## config.mk

```make
export PLATFORM = sky130hd
export DESIGN_NAME = helicity_bank_decoder_predictor
export DESIGN_NICKNAME = d
export VERILOG_FILES = /design/src/rtl/core/hbdp_pkg.sv /design/src/rtl/core/hbdp_front.sv /design/src/rtl/core/hbdp_queue.sv /design/src/rtl/core/hbdp_back.sv /design/src/rtl/core/helicity_bank_decoder_predictor.sv
export VERILOG_INCLUDE_DIRS = /design/src /design/src/rtl/core
export SDC_FILE = /design/constraint.sdc
export NUM_CORES = 1
export LEC_CHECK = 0
export ABC_AREA = 1
export BUFFER_PORTS_ARGS = -buffer_cell sky130_fd_sc_hd__buf_2
export CORE_UTILIZATION = 39
export DETAILED_ROUTE_END_ITERATION = 8
export SLEW_MARGIN = 10
export SYNTH_ARGS = -nofsm -noshare
export SYNTH_HDL_FRONTEND = slang
export SYNTH_SLANG_ARGS = --single-unit
```

## constraint.sdc

```tcl
create_clock -name aclk -period 21.9 [get_ports aclk]
set_input_delay 1.095 -clock aclk [delete_from_list [all_inputs] [get_ports aclk]]
set_output_delay 1.095 -clock aclk [all_outputs]
set_load 0.1 [all_outputs]
```

## src/rtl/core/helicity_bank_decoder_predictor_assert.svh

```systemverilog
// ---------------------------------------------------------------------------
// helicity_bank_decoder_predictor_assert.svh
// Assertion macros shared by the helicity bank decoder blocks.
// ---------------------------------------------------------------------------
`ifndef HELICITY_BANK_DECODER_PREDICTOR_ASSERT_SVH
`define HELICITY_BANK_DECODER_PREDICTOR_ASSERT_SVH

// Condition that must hold at every clock edge outside reset.
`define HBDP_ASSERT(label, clk, rstn, cond, msg) \
    label: assert property (@(posedge clk) disable iff (!rstn) (cond)) \
        else $error(msg);

// Implication checked at the same edge.
`define HBDP_ASSERT_IMPL(label, clk, rstn, pre, post, msg) \
    label: assert property (@(posedge clk) disable iff (!rstn) (pre) |-> (post)) \
        else $error(msg);

`endif

```

## src/rtl/core/hbdp_pkg.sv

```systemverilog
`default_nettype none
// ---------------------------------------------------------------------------
// hbdp_pkg
// Types, codes and the LFSR step shared by the helicity bank decoder blocks.
// ---------------------------------------------------------------------------
package hbdp_pkg;

    localparam logic [4:0] MIN_BANK_WORDS = 5'd18;

    localparam logic [3:0] TYPE_DECODER = 4'd8;
    localparam logic [3:0] TYPE_FILLER  = 4'd15;

    // capture slots within a decoder block (index after the header)
    localparam logic [5:0] CAP_SEED    = 6'd0;
    localparam logic [5:0] CAP_CNT_LO  = 6'd1;
    localparam logic [5:0] CAP_CNT_HI  = 6'd4;
    localparam logic [5:0] CAP_STATUS  = 6'd9;
    localparam logic [5:0] CAP_HISTORY = 6'd13;

    localparam logic [1:0] STATUS_OK    = 2'd0;
    localparam logic [1:0] STATUS_SHORT = 2'd1;
    localparam logic [1:0] STATUS_FAIL  = 2'd2;

    localparam logic [1:0] HEL_MINUS   = 2'd0;
    localparam logic [1:0] HEL_PLUS    = 2'd1;
    localparam logic [1:0] HEL_UNKNOWN = 2'd2;

    localparam int OUT_BITS = 208;

    // one finished bank, handed from front to back
    typedef struct packed {
        logic             short_bank;
        logic             check_ok;
        logic [31:0]      seed;
        logic [9:0]       status_bits;   // 9:2 phase, 1 polarity, 0 stable
        logic [3:0][31:0] counters;
    } job_t;

    typedef struct packed {
        logic empty;
        logic full;
    } qstat_t;

    // 30-bit XOR LFSR, one step
    function automatic logic [29:0] lfsr_step(input logic [29:0] s);
        logic fb;
        fb = s[6] ^ s[27] ^ s[28] ^ s[29];
        return {s[28:0], fb};
    endfunction

endpackage
`default_nettype wire

```

## src/rtl/core/hbdp_front.sv

```systemverilog
`default_nettype none
// ---------------------------------------------------------------------------
// hbdp_front
// Word parser: tracks types, captures decoder words, checks the history.
// ---------------------------------------------------------------------------
module hbdp_front (
    input  wire logic          aclk,
    input  wire logic          aresetn,
    input  wire logic          in_valid,
    input  wire logic          in_ready,
    input  wire logic [31:0]   in_word,
    input  wire logic          in_last,
    output hbdp_pkg::job_t     job,
    output logic               push
);

    logic [3:0]       prev_type_reg, prev_type_next;
    logic [5:0]       cap_idx_reg, cap_idx_next;
    logic [5:0]       cap_cnt_reg, cap_cnt_next;
    logic [4:0]       seen_reg, seen_next;
    logic [31:0]      seed_reg, seed_next;
    logic [31:0]      hist_reg, hist_next;
    logic [9:0]       stat_reg, stat_next;
    logic [3:0][31:0] cnt_reg, cnt_next;

    logic             accept;
    logic [5:0]       slot;
    logic [5:0]       cnt_sel;
    logic [3:0]       wtype;
    logic [29:0]      predicted;

    assign accept  = in_valid & in_ready;
    assign push    = accept & in_last;
    assign slot    = cap_idx_reg - 6'd1;
    assign cnt_sel = slot - 6'd1;

    always_comb begin
        prev_type_next = prev_type_reg;
        cap_idx_next   = cap_idx_reg;
        cap_cnt_next   = cap_cnt_reg;
        seen_next      = seen_reg;
        seed_next      = seed_reg;
        hist_next      = hist_reg;
        stat_next      = stat_reg;
        cnt_next       = cnt_reg;
        wtype          = in_word[31] ? in_word[30:27] : prev_type_reg;

        if (accept) begin
            if (cap_idx_reg != 6'd0) begin
                unique case (slot) inside
                    hbdp_pkg::CAP_SEED:    seed_next = in_word;
                    [hbdp_pkg::CAP_CNT_LO:hbdp_pkg::CAP_CNT_HI]:
                                           cnt_next[cnt_sel[1:0]] = in_word;
                    hbdp_pkg::CAP_STATUS:  stat_next = {in_word[15:8], in_word[5], in_word[0]};
                    hbdp_pkg::CAP_HISTORY: hist_next = in_word;
                    default: ;
                endcase
                if (cap_idx_reg < cap_cnt_reg) begin
                    cap_idx_next = cap_idx_reg + 6'd1;
                end else begin
                    cap_idx_next = 6'd0;
                    cap_cnt_next = 6'd1;
                end
            end else begin
                if (wtype == hbdp_pkg::TYPE_DECODER) begin
                    cap_cnt_next = in_word[5:0];
                    cap_idx_next = 6'd1;
                end
                prev_type_next = wtype;
            end
            if (seen_reg < hbdp_pkg::MIN_BANK_WORDS) begin
                seen_next = seen_reg + 5'd1;
            end
        end
    end

    // history check: upper 30 bits stepped twice must match lower 30 bits
    assign predicted = hbdp_pkg::lfsr_step(hbdp_pkg::lfsr_step(hist_next[31:2]));

    always_comb begin
        job.short_bank  = seen_next < hbdp_pkg::MIN_BANK_WORDS;
        job.check_ok    = hist_next[29:0] == predicted;
        job.seed        = seed_next;
        job.status_bits = stat_next;
        job.counters    = cnt_next;
    end

    always_ff @(posedge aclk) begin
        if (!aresetn || push) begin
            prev_type_reg <= hbdp_pkg::TYPE_FILLER;
            cap_idx_reg   <= 6'd0;
            cap_cnt_reg   <= 6'd1;
            seen_reg      <= 5'd0;
            seed_reg      <= 32'd0;
            hist_reg      <= 32'd0;
            stat_reg      <= 10'd0;
            cnt_reg       <= '0;
        end else begin
            prev_type_reg <= prev_type_next;
            cap_idx_reg   <= cap_idx_next;
            cap_cnt_reg   <= cap_cnt_next;
            seen_reg      <= seen_next;
            seed_reg      <= seed_next;
            hist_reg      <= hist_next;
            stat_reg      <= stat_next;
            cnt_reg       <= cnt_next;
        end
    end

endmodule
`default_nettype wire

```

## src/rtl/core/hbdp_queue.sv

```systemverilog
`default_nettype none
// ---------------------------------------------------------------------------
// hbdp_queue
// Small FIFO of finished banks between parser and predictor.
// ---------------------------------------------------------------------------
module hbdp_queue #(
    parameter int DEPTH = 2
) (
    input  wire logic           aclk,
    input  wire logic           aresetn,
    input  wire logic           push,
    input  wire hbdp_pkg::job_t wr_job,
    input  wire logic           pop,
    output hbdp_pkg::job_t      rd_job,
    output hbdp_pkg::qstat_t    stat
);

    localparam int PTR_W = (DEPTH > 1) ? $clog2(DEPTH) : 1;
    localparam int CNT_W = $clog2(DEPTH + 1);

    hbdp_pkg::job_t   mem_reg [DEPTH];
    logic [PTR_W-1:0] wr_ptr_reg, wr_ptr_next;
    logic [PTR_W-1:0] rd_ptr_reg, rd_ptr_next;
    logic [CNT_W-1:0] level_reg, level_next;
    logic             do_push, do_pop;

    assign stat.empty = level_reg == CNT_W'(0);
    assign stat.full  = level_reg == CNT_W'(DEPTH);
    assign do_push    = push & ~stat.full;
    assign do_pop     = pop & ~stat.empty;
    assign rd_job     = mem_reg[rd_ptr_reg];

    always_comb begin
        wr_ptr_next = wr_ptr_reg;
        rd_ptr_next = rd_ptr_reg;
        level_next  = level_reg;
        if (do_push) begin
            wr_ptr_next = (wr_ptr_reg == PTR_W'(DEPTH - 1)) ? '0 : wr_ptr_reg + PTR_W'(1);
        end
        if (do_pop) begin
            rd_ptr_next = (rd_ptr_reg == PTR_W'(DEPTH - 1)) ? '0 : rd_ptr_reg + PTR_W'(1);
        end
        if (do_push && !do_pop) begin
            level_next = level_reg + CNT_W'(1);
        end else if (do_pop && !do_push) begin
            level_next = level_reg - CNT_W'(1);
        end
    end

    always_ff @(posedge aclk) begin
        if (do_push) begin
            mem_reg[wr_ptr_reg] <= wr_job;
        end
    end

    always_ff @(posedge aclk) begin
        if (!aresetn) begin
            wr_ptr_reg <= '0;
            rd_ptr_reg <= '0;
            level_reg  <= '0;
        end else begin
            wr_ptr_reg <= wr_ptr_next;
            rd_ptr_reg <= rd_ptr_next;
            level_reg  <= level_next;
        end
    end

endmodule
`default_nettype wire

```

## src/rtl/core/hbdp_back.sv

```systemverilog
`default_nettype none
// ---------------------------------------------------------------------------
// hbdp_back
// Predictor: steps the seed by the delay and builds the result transaction.
// ---------------------------------------------------------------------------
module hbdp_back (
    input  wire logic                          aclk,
    input  wire logic                          aresetn,
    input  wire logic [7:0]                    delay,
    input  wire hbdp_pkg::job_t                job,
    input  wire logic                          q_empty,
    output logic                               pop,
    output logic                               m_tvalid,
    input  wire logic                          m_tready,
    output logic [hbdp_pkg::OUT_BITS-1:0]      m_tdata
);

    typedef enum logic [1:0] {
        ST_IDLE = 2'b01,
        ST_STEP = 2'b10
    } state_t;

    state_t                         state_reg, state_next;
    hbdp_pkg::job_t                 job_reg;
    logic [29:0]                    seed_reg, seed_next;
    logic [7:0]                     step_reg, step_next;
    logic                           valid_reg, valid_next;
    logic [hbdp_pkg::OUT_BITS-1:0]  data_reg;
    logic [hbdp_pkg::OUT_BITS-1:0]  data_new;
    logic                           done, load;
    logic [1:0]                     res_status, res_hel;
    logic [29:0]                    res_seed;

    assign pop  = (state_reg == ST_IDLE) && !q_empty;
    assign done = (state_reg == ST_STEP) && (step_reg == delay);
    assign load = done && (!valid_reg || m_tready);

    always_comb begin
        state_next = state_reg;
        seed_next  = seed_reg;
        step_next  = step_reg;
        unique case (state_reg)
            ST_IDLE: begin
                if (!q_empty) begin
                    seed_next  = job.seed[29:0];
                    step_next  = 8'd0;
                    state_next = ST_STEP;
                end
            end
            ST_STEP: begin
                if (!done) begin
                    seed_next = hbdp_pkg::lfsr_step(seed_reg);
                    step_next = step_reg + 8'd1;
                end else if (load) begin
                    state_next = ST_IDLE;
                end
            end
            default: state_next = ST_IDLE;
        endcase
    end

    // result fields
    always_comb begin
        if (job_reg.short_bank) begin
            res_status = hbdp_pkg::STATUS_SHORT;
            res_hel    = hbdp_pkg::HEL_UNKNOWN;
            res_seed   = 30'd0;
        end else if (!job_reg.check_ok) begin
            res_status = hbdp_pkg::STATUS_FAIL;
            res_hel    = hbdp_pkg::HEL_UNKNOWN;
            res_seed   = 30'd0;
        end else begin
            res_status = hbdp_pkg::STATUS_OK;
            res_seed   = seed_reg;
            if (!job_reg.status_bits[0]) begin
                res_hel = hbdp_pkg::HEL_UNKNOWN;
            end else if (seed_reg[0] ^ job_reg.status_bits[1]) begin
                res_hel = hbdp_pkg::HEL_PLUS;
            end else begin
                res_hel = hbdp_pkg::HEL_MINUS;
            end
        end
        if (job_reg.short_bank) begin
            data_new = {{(hbdp_pkg::OUT_BITS - 4){1'b0}}, res_hel, res_status};
        end else begin
            data_new = {4'd0,
                        job_reg.counters[3], job_reg.counters[2],
                        job_reg.counters[1], job_reg.counters[0],
                        job_reg.status_bits[0], job_reg.status_bits[1],
                        job_reg.status_bits[9:2], job_reg.seed,
                        res_seed, res_hel, res_status};
        end
    end

    always_comb begin
        valid_next = valid_reg;
        if (load) begin
            valid_next = 1'b1;
        end else if (m_tready) begin
            valid_next = 1'b0;
        end
    end

    always_ff @(posedge aclk) begin
        if (pop) begin
            job_reg <= job;
        end
        if (load) begin
            data_reg <= data_new;
        end
        seed_reg <= seed_next;
    end

    always_ff @(posedge aclk) begin
        if (!aresetn) begin
            state_reg <= ST_IDLE;
            step_reg  <= 8'd0;
            valid_reg <= 1'b0;
        end else begin
            state_reg <= state_next;
            step_reg  <= step_next;
            valid_reg <= valid_next;
        end
    end

    assign m_tvalid = valid_reg;
    assign m_tdata  = data_reg;

endmodule
`default_nettype wire

```

## src/rtl/core/helicity_bank_decoder_predictor.sv

```systemverilog
// Path: a bank's last word pushes it into the queue; the predictor pops it, steps the seed by
//   helicity_delay and registers the result. Throughput: one bank word per cycle while the
//   two-bank queue has room; the back end takes one bank at a time (one LFSR step a cycle), so
//   banks that arrive faster than it finishes them fill the queue and stall input until a slot frees.
// Reset: synchronous, active low; clears parser state, queue, predictor FSM and the output
//   valid flag, and sets helicity_delay to 0.
`default_nettype none
// ---------------------------------------------------------------------------
// helicity_bank_decoder_predictor
// Parses one helicity decoder bank per frame and reports the predicted helicity.
// ---------------------------------------------------------------------------
`include "helicity_bank_decoder_predictor_assert.svh"
module helicity_bank_decoder_predictor #(
    parameter int QUEUE_DEPTH = 2           // banks buffered between parser and predictor
) (
    input  wire logic                          aclk,
    input  wire logic                          aresetn,
    // bank words
    input  wire logic                          s_tvalid,
    output logic                               s_tready,
    input  wire logic [31:0]                   s_tdata,   // [31:0] word
    input  wire logic                          s_tlast,   // last word of bank
    // helicity_delay register
    input  wire logic                          cfg_valid,
    output logic                               cfg_ready,
    input  wire logic [7:0]                    cfg_data,
    // results
    output logic                               m_tvalid,
    input  wire logic                          m_tready,
    // [1:0] status, [3:2] helicity, [33:4] true_seed, [65:34] reported_seed,
    // [73:66] pattern_phase, [74] event_polarity, [75] stable_bit,
    // [107:76] stable_fall_count, [139:108] stable_rise_count,
    // [171:140] pattern_sync_count, [203:172] pair_sync_count, [207:204] zero
    output logic [hbdp_pkg::OUT_BITS-1:0]      m_tdata
);

    logic [7:0]         delay_reg;
    hbdp_pkg::job_t     front_job;
    hbdp_pkg::job_t     queue_job;
    hbdp_pkg::qstat_t   qstat;
    logic               push, pop;

    // config write is always taken; it is to be changed only while idle, which the block does not enforce
    assign cfg_ready = 1'b1;

    always_ff @(posedge aclk) begin
        if (!aresetn) begin
            delay_reg <= 8'd0;
        end else if (cfg_valid) begin
            delay_reg <= cfg_data;
        end
    end

    // front stalls only when the queue holds no free slot for a finished bank
    assign s_tready = ~qstat.full;

    hbdp_front u_front (
        .aclk     (aclk),
        .aresetn  (aresetn),
        .in_valid (s_tvalid),
        .in_ready (s_tready),
        .in_word  (s_tdata),
        .in_last  (s_tlast),
        .job      (front_job),
        .push     (push)
    );

    hbdp_queue #(
        .DEPTH (QUEUE_DEPTH)
    ) u_queue (
        .aclk    (aclk),
        .aresetn (aresetn),
        .push    (push),
        .wr_job  (front_job),
        .pop     (pop),
        .rd_job  (queue_job),
        .stat    (qstat)
    );

    // back end: seed stepping and output register
    hbdp_back u_back (
        .aclk     (aclk),
        .aresetn  (aresetn),
        .delay    (delay_reg),
        .job      (queue_job),
        .q_empty  (qstat.empty),
        .pop      (pop),
        .m_tvalid (m_tvalid),
        .m_tready (m_tready),
        .m_tdata  (m_tdata)
    );

    // ---- checks ----
    `HBDP_ASSERT(a_queue_flags, aclk, aresetn, !(qstat.empty && qstat.full), "queue empty and full")
    `HBDP_ASSERT_IMPL(a_no_lost_bank, aclk, aresetn, push, s_tready, "bank pushed into full queue")
    `HBDP_ASSERT_IMPL(a_bad_unknown, aclk, aresetn, m_tvalid && (m_tdata[1:0] != hbdp_pkg::STATUS_OK), (m_tdata[3:2] == hbdp_pkg::HEL_UNKNOWN) && (m_tdata[33:4] == 30'd0), "failed bank with helicity or seed")
    `HBDP_ASSERT_IMPL(a_short_zero, aclk, aresetn, m_tvalid && (m_tdata[1:0] == hbdp_pkg::STATUS_SHORT), m_tdata[207:4] == '0, "short bank with captured data")

endmodule
`default_nettype wire
```

Yosys cells after proc, flatten, opt, wreduce, memory -nomap -nowiden
Memories as Yosys holds them, arrays and structs flattened. A register that Yosys moved wholly into a read port is not among the register bits.
Index checks and enable logic that the tools add are counted.
- output and inout bits: 211
- input bits: 46
- logic and storage cells: 157
- memories: 1
- memory bits (writable): 344
- register bits: 656
- equality and inequality tests: 13
- order comparisons: 7
- bitwise logic cells: 18
- reduce and logical (&&, ||, !) cells: 28
- $add $sub $neg: 9
- mux-type cells: 50
- memories (name ; depth ; width ; rd ports ; clocked after memory_dff ; wr ports ; line ; source):
    u_queue.mem_reg ; 2 ; 172 ; 1 ; 1 ; 1 ; hbdp_queue.sv:21 ; hbdp_pkg::job_t mem_reg [DEPTH];
- operator list (cell ; number):
    $mux W128 ; 3
    $mux W32 ; 7
    $bwmux W128 ; 1
    $demux W32 S2 ; 1
    $mux W30 ; 2
    $pmux W30 S2 ; 1
    $mux W6 ; 6
    $mux W10 ; 3
    $mux W2 ; 10
    $mux W8 ; 2
    $pmux W8 S2 ; 1
    $eq A6 B4 Y1 const B ; 2
    $reduce_and A3 Y1 ; 4
    $lt A5 B5 Y1 const B ; 2
    $mux W5 ; 2
    $xor A1 B1 Y1 ; 10
    $mux W1 ; 9
    $add A8 B1 Y8 const B ; 1
    $eq A8 B8 Y1 ; 1
    $reduce_bool A2 Y1 ; 4
    $logic_and A1 B1 Y1 ; 7
    $add A6 B1 Y6 const B ; 1
    $ge A6 B1 Y1 const B ; 1
    $le A6 B3 Y1 const B ; 1
    other kinds (25) ; 43

Depth between registers and ports, before layout
Gate-level depths: netlist of the first run.
- depth after elaboration: 10
- gate-level depth with buffers: 19
- gate-level depth less buffers: 19

Hierarchy
Synthesis of the first run repeated with hierarchy kept, for this count alone.
- cells, all modules: 3039
- area, all modules: 39071.2 um^2
- by module, submodules not included (module ; cells an instance ; sequential area each (um^2) ; area each (um^2) ; instances):
    hbdp_back ; 1021 ; 12411.9 ; 14953.1 ; 1
    hbdp_queue ; 573 ; 10430.0 ; 12966.2 ; 1
    hbdp_front ; 1391 ; 3983.8 ; 10780.3 ; 1
    helicity_bank_decoder_predictor ; 54 ; 160.2 ; 371.6 ; 1

Worst setup path before layout of the first run
No wires, ideal clock.
- path type: input to register
- start point: in m_tready
- end point: reg u_back.data_reg (netlist bit u_back.m_tdata[0]), enable pin
- slack: 5.984 ns
- stages: 2
- required time: 20.881 ns
- library setup time: 1.019 ns
- buffers on the path: 0
- data arrival time: 14.897 ns
- cell sequence: nor2_1 nor3_1
- cells in the longest elaborated chain, start to end: 2
- RTL lines (item ; line ; source):
    start, declared ; helicity_bank_decoder_predictor.sv:29 ; input wire logic m_tready,
    $logic_or A1 B1 Y1 ; hbdp_back.sv:36 ; assign load = done && (!valid_reg || m_tready);
    $logic_and A1 B1 Y1 ; hbdp_back.sv:36 ;
    via u_back.load ; hbdp_back.sv:30 ; logic done, load;
    end signal, assigned ; hbdp_back.sv:109 ; data_reg <= data_new;
    end, declared ; hbdp_back.sv:28 ; logic [hbdp_pkg::OUT_BITS-1:0] data_reg;
The timed path passes the listed nets, and every way through them passes these cells.
A chain may end at the register's enable or synchronous reset.

==> results.json, run 1 <==
{
  "area_growth_pct": 16.0,
  "ant_nets": 0,
  "core_mm2": 0.0922,
  "crit_type": "reg2reg",
  "finalCriticalPeriod_ps": 3790,
  "die_area_mm2": 0.0949,
  "antenna_found_initial": 7,
  "finalWirelength_um": 75100,
  "finalHoldViolCount": 0,
  "rr_worst_depth": 10,
  "synth_cell_types": 38,
  "synth_cells": 2969,
  "grt_pass1_vias": 19625,
  "min_path_cells": 1,
  "cts.sink_count": 973,
  "drc": 0,
  "layout-drive-gt1-share_pct": 18.1,
  "dpl.hpwl_um": 45800,
  "finalSetupViolCount": 0,
  "vias": 20378,
  "cts_made_buffers": 102,
  "synth-async-reset-ratio_pct": 0,
  "cp_slowest_cell": "nand4_4",
  "drtIter0Drc": 1303,
  "power_uw": 4640,
  "synth_seq_cells": 973,
  "avgRoutedWirePerCell_um": 16.5,
  "gp_congestion": 0.757,
  "post_cts_buffers": 0,
  "ys_warn_count": 0,
  "clock.fmax_mhz": 264,
  "cp.depth": 10,
  "path_max_fanout": 64,
  "cts_max_level": 3,
  "synthFlopType": "edfxtp_1",
  "die_w_um": 308,
  "synth_edf_count": 750,
  "port_buffers": 251,
  "largest_reg_flops": 344,
  "setup_tns_ps": 0,
  "slew_violations": 0,
  "worst_pin_slew_ps": 1080,
  "ir_drop_mv": 0.0670,
  "grt_max_degree": 145,
  "crit_buf_inv": 3,
  "syn_avg_cell_area_um2": 12.3,
  "grt_overflow": 0,
  "fin_util_pct": 46.0,
  "max_slew_margin_pct": 28.2,
  "hp-class": "reg2reg",
  "cp.required_ps": 22280,
  "power.density_mw_per_mm2": 109,
  "critPathTopFamily": "simple AND/OR/NAND/NOR gates",
  "pin_count": 257,
  "rsz0062_at_grt": "false",
  "setup.worst_path.end_class": "register",
  "grt_pass1_wl_um": 114000,
  "cts_tree": "done",
  "cts_buffer_depth": 3,
  "worstPathArrival_ps": 4170,
  "fin_skew_ps": 18.7,
  "start_util_pct": 39.6,
  "max_stage_delay_ps": 890,
  "max_cap_viol_count": 0,
  "cts_resized": 0,
  "p_leak_uw": 0.0182,
  "finalCritPeriodShare_pct": 17.3,
  "clk_latency_ps": 650,
  "status": "finished, final reports clean",
  "std_cell_rows": 111,
  "clkTransAtPathRegs_ps": 60,
  "cts-root-buf": "clkbuf_16",
  "path_cells": "clkinv_1 > ha_1 > inv_1 > nor2_2 > nand2_1 > nand2_1 > nor4_4 > nand4_4 > o21ai_1 > inv_1",
  "startpoint_type": "register",
  "via_per_inst": 4.47,
  "grt_usage_pct": 15.9,
  "ctsHoldBuffers": 0,
  "fp.dieH_um": 308,
  "drtPass1Iterations": 5,
  "final_net_count": 3293,
  "synthesis.area_mm2": 0.0365,
  "synth.yosys.seq_area_share_pct": 73.8
}
-- area by class of cell --
cell class	instances	area (um^2)
fill	8440	49800
sequential	973	27000
multi-input combinational	1283	6920
clock buffer	146	2850
inverter	606	2270
tap	1243	1560
timing repair buffer	266	1420
clock inverter	43	397
antenna	1	2.50
-- per-layer routing --
metal / up-vias / routed length [um] / part of all wire (%) / GRT usage, %
met3: 113 / 3220 / 4.3 / 2.67
met5: - / 50 / 0.067 / 0
met4: 8 / 1770 / 2.4 / 5.39
li1: 10167 / - / - / -
met2: 375 / 37200 / 50 / 27.2
met1: 9715 / 32800 / 44 / 20.4
-- Yosys cell counts, types with 9 or more instances --
cell / instances / area share [%]
dfxtp_1: 223 / 12
inv_1: 603 / 6.2
clkbuf_1: 84 / 0.86
o21ai_1: 129 / 1.8
nor3_1: 12 / 0.16
nand2_1: 322 / 3.3
ha_1: 15 / 0.51
edfxtp_1: 750 / 62
nand4_1: 9 / 0.15
nand3_1: 25 / 0.34
buf_2: 17 / 0.23
nor2_1: 430 / 4.4
a21oi_1: 21 / 0.29
xor2_1: 11 / 0.26
mux2_2: 172 / 5.3
o21ai_0: 99 / 1.4
-- layout by cell type, fill, tap and decap left out, types with 2 or more instances in the layout --
cell type,instances
clkbuf_16,105
nor3_1,11
nand3_2,2
clkinv_1,15
mux2i_1,2
inv_2,2
clkinv_2,15
buf_2,251
nor2_4,3
o21ai_1,129
o21bai_1,2
or2_2,4
xor2_1,11
nor2_1,427
nand3_1,25
clkinvlp_4,2
bufinv_16,6
buf_12,4
dfxtp_1,222
nand4_1,9
clkbuf_1,34
xnor2_1,4
o22ai_1,5
buf_4,11
nand2_1,321
mux2_2,172
conb_1,5
nand4_4,4
o21ai_0,99
inv_1,603
inv_6,3
clkbuf_8,7
edfxtp_1,750
a21oi_1,20
ha_1,15
-- cells by family after synthesis --
family | share of synthesized area (%)
fa+ha+maj | 0.514
xor+xnor | 0.404
mux | 5.35
flops | 73.8
other cells | 0.0205
compound gates | 3.64
buf+inv | 7.47
simple gates | 8.76
-- stage by stage --
stage / std cells / setup slack [ps] / cell area, um^2 / hold slack [ps]
finish: 4561 / 18110 / 42400 / 437
global route: 4561 / 17700 / 42400 / 464
CTS: 4560 / 18090 / 42400 / 442
detailed placement: 4371 / 17470 / 39200 / 432
global placement: 4371 / 17530 / 39200 / 422
floorplan: 2972 / 5980 / 36600 / 424
-- path summary, 6_finish.rpt --
kind	startpoint	endpoint	slack, ps
worst min-delay path	u_queue.rd_ptr_reg	register	440
worst min register to register	u_queue.rd_ptr_reg	register	440
worst max-delay path	u_front.cap_idx_reg[0]	u_queue.mem_reg[0][103]	18110
worst max register to register	u_front.cap_idx_reg[0]	u_queue.mem_reg[0][103]	18110
-- where the power goes --
group | leakage (uW) | switching (uW) | internal (uW)
clock | 0.00159 | 694 | 977
sequential | 0.00884 | 73.5 | 2290
combinational | 0.00782 | 432 | 174
total | 0.0182 | 1200 | 3440
Note: power is estimated with default switching activity, not from simulation.
==> inputs of run 2 (changes only) <==
==> constraint.sdc (replaced) <==
create_clock -name aclk -period 3.43 [get_ports aclk]
set_input_delay 0.1715 -clock aclk [delete_from_list [all_inputs] [get_ports aclk]]
set_output_delay 0.1715 -clock aclk [all_outputs]
set_load 0.1 [all_outputs]
==> results.json, run 2 (same netlist as run 1, synthesis figures left out) <==
{
  "drtPass1Iterations": 6,
  "cp-startpoint": "u_front.cap_idx_reg[0]",
  "avgRoutedWirePerCell_um": 16.8,
  "clkTransAtPathRegs_ps": 60,
  "rr_worst_depth": 11,
  "p_leak_uw": 0.0188,
  "cp_slowest_cell": "nor4_4",
  "port_buffers": 251,
  "hp-class": "in2reg",
  "finalCriticalPeriod_ps": 3060,
  "combPwrFrac_pct": 13.7,
  "antenna_found_initial": 1,
  "path_cells": "clkinv_1 > ha_1 > inv_1 > nor2_2 > nand2_1 > nand2_1 > nor4_4 > nand4_4 > buf_4 > o21ai_1 > inv_1",
  "area_growth_pct": 19.1,
  "setup.worst_path.end_class": "register",
  "fin_skew_ps": 23.7,
  "min_path_cells": 3,
  "cts_tree": "done",
  "ant_nets": 0,
  "max_cap_viol_count": 0,
  "max_slew_margin_pct": 28.6,
  "regToRegSetupSlack_ps": 370,
  "finalCritPeriodShare_pct": 89.3,
  "worstPathArrival_ps": 3480,
  "clk_latency_ps": 660,
  "fp.dieH_um": 308,
  "fillers": 8312,
  "finalSetupViolCount": 0,
  "vias": 20774,
  "status": "finished, final reports clean",
  "power.density_mw_per_mm2": 694,
  "cts_made_buffers": 104,
  "setup_tns_ps": 0,
  "dpl.hpwl_um": 47600,
  "largest_reg_flops": 344,
  "cts_buffer_depth": 3,
  "start_util_pct": 39.6,
  "cts-root-buf": "clkbuf_16",
  "cp.required_ps": 3840,
  "grt_usage_pct": 16.5,
  "cts.sink_count": 973,
  "reg2reg_from": "u_front.cap_idx_reg[0]",
  "finalHoldViolCount": 0,
  "drc": 0,
  "drtIter0Drc": 1300,
  "r2r_end": "u_queue.mem_reg[0][49]",
  "path_max_fanout": 64,
  "gp_congestion": 0.798,
  "core_mm2": 0.0922,
  "die_area_mm2": 0.0949,
  "layout-drive-gt1-share_pct": 19.1,
  "final_common_cell": "edfxtp_1",
  "grt_overflow": 0,
  "std_cell_rows": 111,
  "worst_pin_slew_ps": 1070,
  "swShare_pct": 25.9,
  "power.internal_uw": 22400,
  "grt_pass1_wl_um": 118000,
  "ir_drop_mv": 0.494,
  "pin_count": 257,
  "die_w_um": 308,
  "cts_resized": 0,
  "grt_pass1_vias": 20241,
  "max_stage_delay_ps": 580,
  "grt_max_degree": 173,
  "p_clk_share_pct": 36.5,
  "switchingPower_uw": 7840,
  "hold_path_end": "u_front.cnt_reg[6]",
  "clock.fmax_mhz": 326,
  "holdCritStartpoint": "s_tdata[6]",
  "final_net_count": 3371,
  "power_uw": 30200,
  "final_cell_mix": "edfxtp_1 (750), inv_1 (597), nor2_1 (427), nand2_1 (318), buf_2 (251)",
  "rsz0062_at_grt": "false",
  "sequentialPowerShare_pct": 49.8,
  "cts_max_level": 3,
  "holdWs_ps": 33.7,
  "finalWirelength_um": 78000,
  "crit_type": "reg2reg",
  "via_per_inst": 4.47,
  "slew_violations": 0,
  "startpoint_type": "register"
}
run 2: cell count changes in the layout (fill, tap and decap cells not counted), moves of 3 or more:
cell	change
dlygate4sd3_1	+52
buf_12	+12
buf_4	+12
clkbuf_8	+10
dfxtp_1	-6
dfxtp_2	+6
inv_1	-6
inv_2	+4
nand2_1	-3
nand2_8	+3
run 2: final cells by class:
cell class | instances | area [um^2] | area share [%]
antenna | 1 | 2.50 | 0.00575
multi-input combinational | 1283 | 6990 | 16.1
sequential | 973 | 27000 | 62.0
clock inverter | 40 | 377 | 0.865
clock buffer | 158 | 3040 | 6.98
timing repair buffer | 342 | 2270 | 5.22
inverter | 606 | 2280 | 5.25
tap | 1243 | 1560 | 3.57
run 2: per-layer routing:
| metal | up-vias | GRT usage (%) | routed length [um] |
|---|---|---|---|
| li1 | 10339 | - | - |
| met1 | 9951 | 21.2 | 34000 |
| met2 | 367 | 28.6 | 39000 |
| met3 | 117 | 2.48 | 3160 |
| met4 | 0 | 5.38 | 1890 |
| met5 | - | 0 | 0 |
run 2: worst max-delay path by stage:
stage,endpoint,slack [ps],cells past startpoint
finish,u_queue.mem_reg[0][49],370,11
global route,u_queue.mem_reg[1][37],60,9
CTS,u_queue.mem_reg[0][40],390,11
detailed placement,u_queue.mem_reg[1][55],410,11
global placement,u_queue.mem_reg[0][47],470,11
floorplan,u_back.m_tdata[0],-2670,6
run 2: power by group through the flow:
| stage | clock (uW) | combinational (uW) | sequential (uW) |
|---|---|---|---|
| 2_1_floorplan | 0 | 2660 | 15400 |
| 3_5_place_dp | 0 | 4180 | 15300 |
| 6_report | 11000 | 4130 | 15100 |
| 5_1_grt | 11800 | 4560 | 15200 |
| 4_1_cts | 11300 | 4250 | 15100 |
| 3_3_place_gp | 0 | 4160 | 15300 |
run 2: repair_timing:
| action | CTS | global route |
|---|---|---|
| setup buffers | 0 | 0 |
| hold buffers | 52 | 0 |
| endpoints found under the hold margin | 151 | 0 |
run 2: metrics by stage:
step / instance area (um^2) / utilization [%] / cells / worst slack (ps)
6_report: 43500 / 47.2 / 4646 / 365
5_1_grt: 43500 / 47.2 / 4645 / 60.8
4_1_cts: 43500 / 47.2 / 4645 / 389
3_5_place_dp: 39600 / 42.9 / 4395 / 413
3_3_place_gp: 39600 / 42.9 / 4395 / 466
2_1_floorplan: 36700 / - / 2972 / -2670
run 2: worst max-delay path: cells and delay by family (launching register included):
family,cells,cell delay (ps)
adders and majority gates,1,370
buffers and inverters,4,800
DFF,1,390
AOI/OAI and AO/OA,1,280
and+or+nand+nor,5,910
==> inputs of run 3 (changes only) <==
==> constraint.sdc (replaced) <==
create_clock -name aclk -period 3.43 [get_ports aclk]
set_input_delay 0.1715 -clock aclk [delete_from_list [all_inputs] [get_ports aclk]]
set_output_delay 0.1715 -clock aclk [all_outputs]
set_load 0.05 [all_outputs]
==> results.json, run 3 (same netlist as run 1, synthesis figures left out) <==
{
  "max_slew_margin_pct": 31.9,
  "gp_congestion": 0.769,
  "ir_drop_mv": 0.441,
  "cts_buffer_depth": 3,
  "holdWs_ps": 50.7,
  "grt_pass1_vias": 20339,
  "cts_tree": "done",
  "grt_pass1_wl_um": 117000,
  "drc": 0,
  "clk_latency_ps": 660,
  "fin_util_pct": 47.1,
  "finalSetupViolCount": 0,
  "cts_resized": 0,
  "cts_made_buffers": 104,
  "core_mm2": 0.0922,
  "path_max_fanout": 64,
  "port_buffers": 251,
  "fin_skew_ps": 18.4,
  "max_cap_viol_count": 0,
  "vias": 20735,
  "ant_nets": 0,
  "cts-root-buf": "clkbuf_16",
  "die_w_um": 308,
  "post_cts_buffers": 0,
  "ctsHoldBuffers": 52,
  "grt_max_degree": 173,
  "finalCritPeriodShare_pct": 89.6,
  "hp-class": "in2reg",
  "final_common_cell": "edfxtp_1",
  "setup.worst_path.end_class": "register",
  "rsz0062_at_grt": "false",
  "crit_type": "reg2reg",
  "finalHoldViolCount": 0,
  "cts_max_level": 3,
  "area_growth_pct": 18.8,
  "fillers": 8381,
  "avgRoutedWirePerCell_um": 16.6,
  "worstPathArrival_ps": 3460,
  "finalWirelength_um": 77200,
  "power_uw": 29900,
  "clock.fmax_mhz": 325,
  "cts.sink_count": 973,
  "setup_tns_ps": 0,
  "final_cell_mix": "edfxtp_1 (750), inv_1 (599), nor2_1 (427), nand2_1 (321), buf_2 (251)",
  "largest_reg_flops": 344,
  "antenna_found_initial": 2,
  "slew_violations": 0,
  "grt_usage_pct": 16.3,
  "p_leak_uw": 0.0187,
  "worst_pin_slew_ps": 1020,
  "pin_count": 257,
  "die_area_mm2": 0.0949,
  "startpoint_type": "register",
  "start_util_pct": 39.6,
  "cp.required_ps": 3820,
  "drtPass1Iterations": 5,
  "via_per_inst": 4.46,
  "final_net_count": 3380,
  "std_cell_rows": 111,
  "fp.dieH_um": 308,
  "layout-drive-gt1-share_pct": 19.0,
  "status": "finished, final reports clean",
  "finalCriticalPeriod_ps": 3070,
  "clkTransAtPathRegs_ps": 60,
  "grt_overflow": 0,
  "drtIter0Drc": 1089,
  "dpl.hpwl_um": 46900,
  "power.density_mw_per_mm2": 689
}
[run 3: changes by cell type in the layout (fill, tap and decap cells not counted), sizes merged]
cell	change
buf	+9
bufinv	+1
clkbuf	-12
clkinv	+3
inv	+4
[run 3: per-layer routing]
layer	up-vias	GRT usage (%)	wire length, um
li1	10336	-	-
met1	9914	20.9	34400
met2	369	28.0	37900
met3	116	2.41	2980
met4	0	5.69	1980
met5	-	0	0
[run 3: final cells by class]
type	count	area [um^2]	share of cell area, %
timing repair buffer	351	2360	5.44
clock buffer	146	2850	6.57
tap	1243	1560	3.58
antenna	1	2.50	0.00577
sequential	973	27000	62.2
clock inverter	48	439	1.01
multi-input combinational	1283	6930	16.0
inverter	606	2270	5.24
[run 3: worst max-delay path: stages, from the launching register on]
cell	delay, ps
dfxtp_1	380
clkinv_1	260
ha_1	380
inv_1	100
nor2_2	50
nand2_1	70
nand2_1	90
nor4_4	580
nand4_4	120
buf_4	400
o21ai_1	280
inv_1	80
[run 3: final timing paths]
kind,startpoint,to,slack (ps),cells past startpoint
worst max-delay path,u_front.cap_idx_reg[0],u_queue.mem_reg[0][107],360,11
worst min-delay path,s_tlast,u_queue.wr_ptr_reg,50,3
worst max register to register,u_front.cap_idx_reg[0],u_queue.mem_reg[0][107],360,11
worst min register to register,u_queue.rd_ptr_reg,register,450,1
[run 3: where the power goes]
group	leakage, uW	switching, uW	internal, uW
logic	0.00829	2750	1320
clock network	0.00162	4540	6270
registers	0.00884	443	14600
[run 3: through the flow]
stage | std cells | worst slack, ps | area [um^2]
floorplan | 2972 | -2680 | 36600
global placement | 4404 | 466 | 39600
detailed placement | 4404 | 376 | 39600
CTS | 4650 | 351 | 43400
global route | 4651 | 67.6 | 43400
finish | 4651 | 357 | 43400
